### config.mk
export PLATFORM = sky130hd
export DESIGN_NAME = arp_cache_and_responder
export DESIGN_NICKNAME = d
export VERILOG_FILES = /design/src/design/arpc_pkg.sv /design/src/design/arp_cache_and_responder.sv /design/src/design/arpc_ctrl.sv /design/src/design/arpc_datapath.sv
export SDC_FILE = /design/constraint.sdc
export NUM_CORES = 2
export LEC_CHECK = 0
export ABC_AREA = 1
export BUFFER_PORTS_ARGS = -buffer_cell sky130_fd_sc_hd__buf_2
export CORE_AREA = 2 2 413 374
export DETAILED_ROUTE_END_ITERATION = 7
export DIE_AREA = 0 0 415 376
export PLACE_DENSITY = 0.68
export SLEW_MARGIN = 20
export SYNTH_ARGS = -nofsm -noshare
export SYNTH_HDL_FRONTEND = slang
export SYNTH_SLANG_ARGS = --single-unit
### constraint.sdc
create_clock -name clk -period 7.3 [get_ports clk]
set_clock_uncertainty 0.2 [all_clocks]
set_input_delay 1.46 -clock clk [delete_from_list [all_inputs] [get_ports clk]]
set_output_delay 1.46 -clock clk [all_outputs]
set_load 0.05 [all_outputs]
### src/design/arpc_pkg.sv
// arpc_pkg: request/result types, command/status structs and constants of the arp cache
`default_nettype none
package arpc_pkg;

  // field widths
  localparam int LEN_W = 11;
  localparam int OP_W  = 16;
  localparam int IP_W  = 32;
  localparam int MAC_W = 48;

  // frames shorter than this are dropped
  localparam logic [LEN_W-1:0] MIN_FRAME_LEN = LEN_W'(42);
  // arp operation code for who-has
  localparam logic [OP_W-1:0]  OP_REQUEST    = OP_W'(1);

  // request kinds
  localparam logic KIND_FRAME  = 1'b0;
  localparam logic KIND_LOOKUP = 1'b1;

  // one request on the input channel
  typedef struct packed {
    logic             kind;
    logic [LEN_W-1:0] frame_length;
    logic [OP_W-1:0]  opcode;
    logic [IP_W-1:0]  sender_ip;
    logic [MAC_W-1:0] sender_mac;
    logic [IP_W-1:0]  tgt_ip;
    logic [IP_W-1:0]  query_ip;
  } in_t;

  // one result on the output channel
  typedef struct packed {
    logic             reply_valid;
    logic [MAC_W-1:0] reply_mac;
    logic [IP_W-1:0]  reply_ip;
    logic             lookup_hit;
    logic [MAC_W-1:0] lookup_mac;
  } out_t;

  // controller to datapath
  typedef struct packed {
    logic load;    // capture the request and restart the table scan
    logic scan;    // step the table scan
    logic update;  // learn and build the result
  } cmd_t;

  // datapath to controller
  typedef struct packed {
    logic scan_done;
  } status_t;

endpackage
`default_nettype wire

### src/design/arp_cache_and_responder.sv
// arp_cache_and_responder: top level of the arp cache and who-has responder
`default_nettype none
// Takes one request at a time: a parsed arp frame or a lookup query. The
// table is held in a memory and scanned one entry per cycle, so a request
// is accepted, scanned, learned if it is a valid frame, and its result is
// then offered; a new request is taken only after that result has been
// taken. Every request gives exactly one result. own_ip is written
// through cfg_we/cfg_data; the user must do so only while no request is
// in flight, and the block itself does not enforce this. No clearing pass
// is needed after reset.
module arp_cache_and_responder #(
  parameter int TABLE_ENTRIES = 16
) (
  input  wire                        clk,
  input  wire                        rst_n,
  input  wire                        cfg_we,
  input  wire  [arpc_pkg::IP_W-1:0]  cfg_data,
  input  wire                        in_valid,
  output logic                       in_ready,
  input  arpc_pkg::in_t              in_data,
  output logic                       out_valid,
  input  wire                        out_ready,
  output arpc_pkg::out_t             out_data
);

  arpc_pkg::cmd_t    cmd;
  arpc_pkg::status_t status;

  // sequencer
  arpc_ctrl u_ctrl (
    .clk       (clk),
    .rst_n     (rst_n),
    .in_valid  (in_valid),
    .in_ready  (in_ready),
    .out_valid (out_valid),
    .out_ready (out_ready),
    .cmd       (cmd),
    .status    (status)
  );

  // tables and result
  arpc_datapath #(
    .TABLE_ENTRIES (TABLE_ENTRIES)
  ) u_datapath (
    .clk      (clk),
    .rst_n    (rst_n),
    .cfg_we   (cfg_we),
    .cfg_data (cfg_data),
    .in_data  (in_data),
    .cmd      (cmd),
    .status   (status),
    .out_data (out_data)
  );

  // one request in flight at a time
  a_single_request: assert property (@(posedge clk) disable iff (!rst_n)
    !(out_valid && in_ready))
    else $error("result pending while a new request is accepted");

  // a result never appears in the cycle after acceptance
  a_no_early_result: assert property (@(posedge clk) disable iff (!rst_n)
    (in_valid && in_ready) |=> !out_valid)
    else $error("result offered before the table scan");

  // a lookup hit never carries a reply
  a_hit_no_reply: assert property (@(posedge clk) disable iff (!rst_n)
    (out_valid && out_data.lookup_hit) |-> !out_data.reply_valid)
    else $error("lookup hit and reply in one result");

  // a miss returns a zero mac
  a_miss_zero_mac: assert property (@(posedge clk) disable iff (!rst_n)
    (out_valid && !out_data.lookup_hit) |-> (out_data.lookup_mac == '0))
    else $error("lookup miss with non-zero mac");

endmodule
`default_nettype wire

### src/design/arpc_ctrl.sv
// arpc_ctrl: sequencing state machine of the arp cache
`default_nettype none
module arpc_ctrl (
  input  wire               clk,
  input  wire               rst_n,
  input  wire               in_valid,
  output logic              in_ready,
  output logic              out_valid,
  input  wire               out_ready,
  output arpc_pkg::cmd_t    cmd,
  input  arpc_pkg::status_t status
);

  localparam logic [1:0] S_IDLE   = 2'd0;
  localparam logic [1:0] S_SCAN   = 2'd1;
  localparam logic [1:0] S_UPDATE = 2'd2;
  localparam logic [1:0] S_OUT    = 2'd3;

  logic [1:0] state_r;
  logic [1:0] state_nxt;

  // next state
  always_comb begin
    state_nxt = state_r;
    unique case (state_r)
      S_IDLE: begin
        if (in_valid) begin
          state_nxt = S_SCAN;
        end
      end
      S_SCAN: begin
        if (status.scan_done) begin
          state_nxt = S_UPDATE;
        end
      end
      S_UPDATE: begin
        state_nxt = S_OUT;
      end
      S_OUT: begin
        if (out_ready) begin
          state_nxt = S_IDLE;
        end
      end
      default: begin
        state_nxt = S_IDLE;
      end
    endcase
  end

  // state register
  always_ff @(posedge clk) begin
    if (!rst_n) begin
      state_r <= S_IDLE;
    end else begin
      state_r <= state_nxt;
    end
  end

  // handshakes and datapath commands
  always_comb begin
    in_ready    = (state_r == S_IDLE);
    out_valid   = (state_r == S_OUT);
    cmd.load    = (state_r == S_IDLE) && in_valid;
    cmd.scan    = (state_r == S_SCAN);
    cmd.update  = (state_r == S_UPDATE);
  end

endmodule
`default_nettype wire

### src/design/arpc_datapath.sv
// arpc_datapath: cache tables, table scan, learning and result register
`default_nettype none
module arpc_datapath #(
  parameter int TABLE_ENTRIES = 16
) (
  input  wire                            clk,
  input  wire                            rst_n,
  input  wire                            cfg_we,
  input  wire  [arpc_pkg::IP_W-1:0]      cfg_data,
  input  arpc_pkg::in_t                  in_data,
  input  arpc_pkg::cmd_t                 cmd,
  output arpc_pkg::status_t              status,
  output arpc_pkg::out_t                 out_data
);

  localparam int IdxW = $clog2(TABLE_ENTRIES);
  localparam int CntW = IdxW + 1;
  localparam logic [CntW-1:0] ENTRY_CNT = CntW'(TABLE_ENTRIES);
  localparam logic [IdxW-1:0] LAST_IDX  = IdxW'(TABLE_ENTRIES - 1);

  // table memories, read through registered ports
  logic [arpc_pkg::IP_W-1:0]  addr_mem [TABLE_ENTRIES];
  logic [arpc_pkg::MAC_W-1:0] hw_mem   [TABLE_ENTRIES];
  logic [TABLE_ENTRIES-1:0]   valid_r;

  logic [arpc_pkg::IP_W-1:0]  own_ip_r;
  arpc_pkg::in_t              req_r;
  arpc_pkg::out_t             res_r;
  arpc_pkg::out_t             res_nxt;

  logic [CntW-1:0]            rd_cnt_r;
  logic                       cmp_vld_r;
  logic [IdxW-1:0]            cmp_idx_r;
  logic [arpc_pkg::IP_W-1:0]  addr_q_r;
  logic [arpc_pkg::MAC_W-1:0] hw_q_r;
  logic                       found_r;
  logic [IdxW-1:0]            hit_idx_r;
  logic [arpc_pkg::MAC_W-1:0] hit_mac_r;
  logic [IdxW-1:0]            victim_r;

  logic                       rd_en;
  logic [arpc_pkg::IP_W-1:0]  key;
  logic                       match;
  logic                       frame_ok;
  logic                       learn;
  logic                       wr_addr_en;
  logic                       wr_hw_en;
  logic [IdxW-1:0]            wr_idx;

  // own address register
  always_ff @(posedge clk) begin
    if (!rst_n) begin
      own_ip_r <= '0;
    end else if (cfg_we) begin
      own_ip_r <= cfg_data;
    end
  end

  // request capture
  always_ff @(posedge clk) begin
    if (cmd.load) begin
      req_r <= in_data;
    end
  end

  // search key and decode of the held request
  always_comb begin
    key      = (req_r.kind == arpc_pkg::KIND_LOOKUP) ? req_r.query_ip : req_r.sender_ip;
    frame_ok = (req_r.kind == arpc_pkg::KIND_FRAME) &&
               (req_r.frame_length >= arpc_pkg::MIN_FRAME_LEN);
    learn    = frame_ok && (req_r.sender_ip != '0);
    rd_en    = cmd.scan && (rd_cnt_r < ENTRY_CNT);
    match    = cmp_vld_r && !found_r && valid_r[cmp_idx_r] && (addr_q_r == key);
    status.scan_done = (rd_cnt_r == ENTRY_CNT) && !cmp_vld_r;
  end

  // scan counter and compare stage
  always_ff @(posedge clk) begin
    if (!rst_n) begin
      rd_cnt_r  <= '0;
      cmp_vld_r <= 1'b0;
      found_r   <= 1'b0;
    end else if (cmd.load) begin
      rd_cnt_r  <= '0;
      cmp_vld_r <= 1'b0;
      found_r   <= 1'b0;
    end else begin
      cmp_vld_r <= rd_en;
      if (rd_en) begin
        rd_cnt_r <= rd_cnt_r + CntW'(1);
      end
      if (match) begin
        found_r <= 1'b1;
      end
    end
  end

  // first matching entry, lowest index wins
  always_ff @(posedge clk) begin
    if (rd_en) begin
      cmp_idx_r <= rd_cnt_r[IdxW-1:0];
    end
    if (match) begin
      hit_idx_r <= cmp_idx_r;
      hit_mac_r <= hw_q_r;
    end
  end

  // table write: refresh a hit, otherwise fill the victim slot
  always_comb begin
    wr_addr_en = cmd.update && learn && !found_r;
    wr_hw_en   = cmd.update && learn;
    wr_idx     = found_r ? hit_idx_r : victim_r;
  end

  // table memories
  always_ff @(posedge clk) begin
    if (wr_addr_en) begin
      addr_mem[wr_idx] <= req_r.sender_ip;
    end
    if (wr_hw_en) begin
      hw_mem[wr_idx] <= req_r.sender_mac;
    end
    if (rd_en) begin
      addr_q_r <= addr_mem[rd_cnt_r[IdxW-1:0]];
      hw_q_r   <= hw_mem[rd_cnt_r[IdxW-1:0]];
    end
  end

  // valid bits and round-robin victim pointer
  always_ff @(posedge clk) begin
    if (!rst_n) begin
      valid_r  <= '0;
      victim_r <= '0;
    end else if (wr_addr_en) begin
      valid_r[victim_r] <= 1'b1;
      victim_r <= (victim_r == LAST_IDX) ? '0 : victim_r + IdxW'(1);
    end
  end

  // result
  always_comb begin
    res_nxt = '0;
    if (frame_ok && (req_r.opcode == arpc_pkg::OP_REQUEST) &&
        (req_r.tgt_ip == own_ip_r)) begin
      res_nxt.reply_valid = 1'b1;
      res_nxt.reply_mac   = req_r.sender_mac;
      res_nxt.reply_ip    = req_r.sender_ip;
    end
    if ((req_r.kind == arpc_pkg::KIND_LOOKUP) && found_r) begin
      res_nxt.lookup_hit = 1'b1;
      res_nxt.lookup_mac = hit_mac_r;
    end
  end

  always_ff @(posedge clk) begin
    if (cmd.update) begin
      res_r <= res_nxt;
    end
  end

  assign out_data = res_r;

endmodule
`default_nettype wire
After elaboration in Yosys (flattened, before gate mapping). Memories as Yosys holds them, arrays and structs flattened. A register that Yosys moved wholly into a read port is not among the register bits. Index checks and enable logic that the tools add are counted.

Reductions and logical operators: 20. Multiplexer cells: 17. Bitwise gates (word level): 3. $add $sub $neg: 2. Multipliers: 0. Equal/unequal tests: 11. $lt $le $gt $ge: 5. Shift-type cells: 0. Divide/modulo/power cells: 0.

Operator list (number): $mux 81 (1); $eq 32x32->1 (2); $mux 49 (1); $mux 32 (1); $reduce_bool 32->1 (1); $eq 16x1->1 const B (1); $or 16x16->16 (1); $logic_and 1x1->1 (14); $ge 11x6->1 const B (1); $lt 4x5->1 const B (2); $mux 4 (2); $pmux 2 s4 (1); $mux 1 (6); $mux 2 (3); $add 5x1->5 const B (1); $eq 5x5->1 const B (1); $lt 5x5->1 const B (1); $add 4x1->4 const B (1); $bmux 1 s4 (1); $demux 1 s4 (1); $eq 2x2->1 const B (2); $eq 4x4->1 const B (1); $ge 4x1->1 const B (1); $ne 2x2->1 const B (2); 7 further kinds (9).

Bits of input ports: 209. ROM bits: 0. Output and inout bits: 132. RAM bits: 1280. Bits in latches: 0. Word-level logic and storage cells: 82. Flip-flop bits (word level): 419. Memories kept: 2.

Memory list: u_datapath.hw_mem (words 16, width 48, rd ports 1, clocked after Yosys merged registers in 1, write ports 1, RTL line arpc_datapath.sv:23) `logic [arpc_pkg::MAC_W-1:0] hw_mem [TABLE_ENTRIES];`; u_datapath.addr_mem (words 16, width 32, rd ports 1, clocked after Yosys merged registers in 1, write ports 1, RTL line arpc_datapath.sv:22) `logic [arpc_pkg::IP_W-1:0] addr_mem [TABLE_ENTRIES];`.

Depth between registers and ports, before layout.
Word-level depth: 7. Mapped depth: 14. Mapped depth without buffers: 12.

By module. Synthesis repeated with hierarchy kept, for this count alone.

Cells, all modules: 4959. Area, all modules: 67745.0 µm².

Modules (own cells, without submodules): arpc_datapath (area an instance 67571.1 µm², cells each 4933, times used 1); arpc_ctrl (area an instance 173.9 µm², cells each 26, times used 1).

Worst setup path before layout. No wires, ideal clock.

Path kind: reg2reg. Start point: reg u_ctrl.state_r[0]. End point: mem u_datapath.addr_mem[15][0] in the netlist's numbering (enable). Cell stages (with the launch flop): 8. Buffers on the path: 1. Path slack: -0.028 ns. Arrival time: 6.667 ns. Clock period less this slack: 7.328 ns. Path through: dfxtp_1 inv_1 ha_1 inv_1 nor2_2 buf_2 nand3_2 nor3_1.

Word-level cells in the longest chain between the ends: 5.

RTL lines: from (decl) (RTL line arpc_ctrl.sv:19) `logic [1:0] state_r;`; from (signal assigned) (RTL line arpc_ctrl.sv:55) `state_r <= state_nxt;`; $eq 2x2->1 (RTL line arpc_ctrl.sv:65) `cmd.update = (state_r == S_UPDATE);`; $logic_and 1x1->1 (2 in a row) (RTL line arpc_datapath.sv:111) `wr_addr_en = cmd.update && learn && !found_r;`; $mux 1 (RTL line arpc_datapath.sv:118) `if (wr_addr_en) begin`; $mux 1 (implied by the code) (RTL line arpc_datapath.sv:119) `addr_mem[wr_idx] <= req_r.sender_ip;`; to (decl) (RTL line arpc_datapath.sv:22).

Every way passes these cells.

Final worst setup path.
Start point: reg u_datapath.req_r[119] in the netlist's numbering. End point: mem u_datapath.hw_mem[8][38] in the netlist's numbering (enable).

Word-level cells in the longest chain between the ends: 5.

RTL lines: from (decl) (RTL line arpc_datapath.sv:27) `arpc_pkg::in_t req_r;`; from (signal assigned) (RTL line arpc_datapath.sv:62) `req_r <= in_data;`; $reduce_bool 32->1 (RTL line arpc_datapath.sv:71) `learn = frame_ok && (req_r.sender_ip != '0);`; $logic_and 1x1->1 (RTL line arpc_datapath.sv:71); $logic_and 1x1->1 (RTL line arpc_datapath.sv:112) `wr_hw_en = cmd.update && learn;`; $mux 1 (RTL line arpc_datapath.sv:121) `if (wr_hw_en) begin`; $mux 1 (implied by the code) (RTL line arpc_datapath.sv:122) `hw_mem[wr_idx] <= req_r.sender_mac;`; to (decl) (RTL line arpc_datapath.sv:23).

Every way passes these cells.

==> flow_metrics.tcl <==
set metrics [dict create \
    final_nets 5498 \
    grt_pass1_wl_microns 251000 \
    first_pass_iters 6 \
    cts_sinks 1778 \
    grt_pass1_vias 40400 \
    overflow 0 \
    ys_warn_count 0 \
    worst_ep_required_time_ps 7520 \
    cap_violations 0 \
    num_vias 41600 \
    drc 0 \
    multi_input_area_sq_um 13100 \
    ys_top_cells_by_area "edfxtp_1, nor2_1, o21ai_0" \
    switching_share 0.296 \
    end_kind "register" \
    fin_area_sq_um 77300 \
    ys_seq_elements 1778 \
    drive_above_1_share 0.131 \
    rsz0062_at_grt "false" \
    cp-start-kind "register" \
    async_reset_ff_frac 0 \
    cts_buffers 177 \
    antenna_left 0 \
    antenna_found_initial 9 \
    synth.most_common_cell "edfxtp_1" \
    period_minus_slack_ps 5330 \
    clk_pin_slew_ps 60 \
    holdPathStages 0 \
    area_growth_pct 13.8 \
    cellPowerDensity_nw_per_um2 338 \
    htreeDepth 4 \
    stdcell_count 7431 \
    p_total_w 0.0261 \
    p_leak_nw 26.4 \
    p_clk_frac 0.337 \
    place_hpwl_microns 87800 \
    placed_cells 7100 \
    grtUsageTotal 0.214 \
    finalHoldViolations 0 \
    cp_data_arrival_time_ps 5540 \
    wl_per_cell_microns 22.8 \
    cts_buffer_depth 3 \
    core_area_sq_um 152000 \
    synthDistinctLibCells 34 \
    internal-power_w 0.0184 \
    rows 136 \
    synth_seq_area_share 0.777 \
    syn_area_per_cell_sq_um 13.6 \
    peakVddDrop_mv 0.275 \
    grt_start_max_net_pins 257 \
    timing.hold.ws_ps 217 \
    placed_cell_area_sq_um 71600 \
    finalMaxSlewViolations 0 \
    status "completed" \
    postSynthCellCount 4989 \
    io_pins 341 \
    finalSetupViolations 0 \
    synthTopCellsByCount "edfxtp_1, nor2_1, o21ai_0" \
    slew_headroom 0.162 \
    cts-resized-gates 0 \
    p_seq_frac 0.499 \
    cts_tree "built" \
    fin_crit_sh 0.730 \
    path_class "reg -> reg" \
    gp_congestion 0.840 \
    die_height_microns 376 \
    clock_latency_ps 820 \
    synth_fp_nets 5208 \
    path_max_fanout 33 \
    p_sw_w 0.00773 \
    netlist_area_sq_um 67900 \
    wl_microns 169000 \
    yosysTopAreaCell "edfxtp_1" \
    port_buffers 339 \
    clockRootBuffer "clkbuf_16" \
    tns_ps 0 \
    reg2reg_depth 9 \
    synthFlopType "edfxtp_1" \
    nFillCells 12700 \
    max_freq_ghz 0.188 \
    holdBufCountCts 0 \
    initial_core_util 0.447 \
    synth_top_area_share 0.759 \
    post_drt_via_cell_ratio 5.60 \
    hp-class "reg -> reg" \
    p_comb_frac 0.164 \
    die_area_sq_um 156000 \
    register_area_sq_um 52800 \
    tightest_slew_ps 1260 \
    drt-initial-drc-count 4992 \
    fp.dieW_microns 415 \
    synth_edf_count 1717 \
    cts_setup_buffers 0 \
]
[layout make-up]
cell class,instances,share of cell area
tap,2001,0.0324
clock buffer,227,0.0604
multi-input combinational,2683,0.170
clock inverter,99,0.0124
antenna,4,0.000130
sequential,1778,0.683
timing repair buffer,409,0.0297
inverter,230,0.0116
[cells in the final DEF (no fill, tap or decap), types with 5 or more instances in the layout]
| cell type | count |
|---|---|
| buf_2 | 339 |
| clkinvlp_4 | 5 |
| inv_1 | 219 |
| xor2_1 | 12 |
| nand4_1 | 43 |
| o211ai_1 | 29 |
| nor2_1 | 902 |
| dfxtp_1 | 58 |
| nor2_4 | 19 |
| xnor2_1 | 14 |
| bufinv_16 | 11 |
| buf_4 | 65 |
| nand2_1 | 378 |
| clkinv_2 | 31 |
| a21oi_1 | 33 |
| ha_1 | 9 |
| nor3_2 | 16 |
| o221ai_1 | 135 |
| clkbuf_8 | 5 |
| edfxtp_1 | 1717 |
| o22ai_1 | 188 |
| nand3_1 | 181 |
| inv_6 | 7 |
| o21ai_0 | 593 |
| clkbuf_16 | 177 |
| clkbuf_1 | 45 |
| nand3b_1 | 9 |
| nor3_1 | 8 |
| o21ai_1 | 99 |
| clkinv_16 | 5 |
| clkinv_1 | 34 |
[worst paths after layout]
path | from | endpoint | slack [ps]
worst max-delay path | u_datapath.req_r[119] | u_datapath.hw_mem[8][38] | 1970
worst min-delay path | u_datapath.hw_q_r[36] | u_datapath.hit_mac_r[36] | 220
worst max register to register | u_datapath.req_r[119] | u_datapath.hw_mem[8][38] | 1970
worst min register to register | u_datapath.hw_q_r[36] | u_datapath.hit_mac_r[36] | 220
[logic make-up after synthesis]
kind of cell | share of synthesized area
AND/OR/NAND/NOR | 0.0928
buffers and inverters | 0.0328
AO/OA/AOI/OAI | 0.0920
adder cells (fa/ha/maj) | 0.00184
XOR/XNOR | 0.00335
flip-flops | 0.777
[routing by layer]
metal,up-vias,track usage,share of wire
li1,18900,-,-
met1,20600,0.304,0.43
met2,1892,0.337,0.47
met3,283,0.0369,0.082
met4,6,0.0653,0.025
met5,-,0,0.00028
[metrics by stage]
step | util | worst slack, ps
finish | 0.509 | 1970
global route | 0.509 | 1770
CTS | 0.509 | 2060
detailed placement | 0.472 | 2120
global placement | 0.472 | 2170
floorplan | - | 1480
[critical path: stages (launching register included)]
cell,delay (ps)
edfxtp_1,770
inv_1,140
nand4_1,200
nor2_1,90
nand2_1,170
nor2_1,160
nor2_2,700
nand4_1,900
nor2_4,870
buf_4,690
[power by group through the flow]
stage,registers [W],clock network (W),logic (W)
2_1_floorplan,0.0135,0,0.00258
3_3_place_gp,0.0132,0,0.00420
3_5_place_dp,0.0132,0,0.00428
4_1_cts,0.0130,0.00897,0.00430
5_1_grt,0.0131,0.00935,0.00473
6_report,0.0130,0.00882,0.00429
[flip-flops by register name (all words and copies together), names as in the netlist]
name                  flops
u_datapath.hw_mem       768
u_datapath.valid_r       16
u_datapath.own_ip_r      32
u_datapath.victim_r       4
u_datapath.rd_cnt_r       5
u_datapath.req_r        171
u_datapath.hit_idx_r      4
u_datapath.hw_q_r        48
u_datapath.found_r        1
u_datapath.cmp_vld_r      1
u_datapath.cmp_idx_r      4
u_datapath.addr_mem     512
u_ctrl.state_r            2
u_datapath.addr_q_r      32
u_datapath.hit_mac_r     48
u_datapath.out_data     130
(Power assumes the default switching activity.)
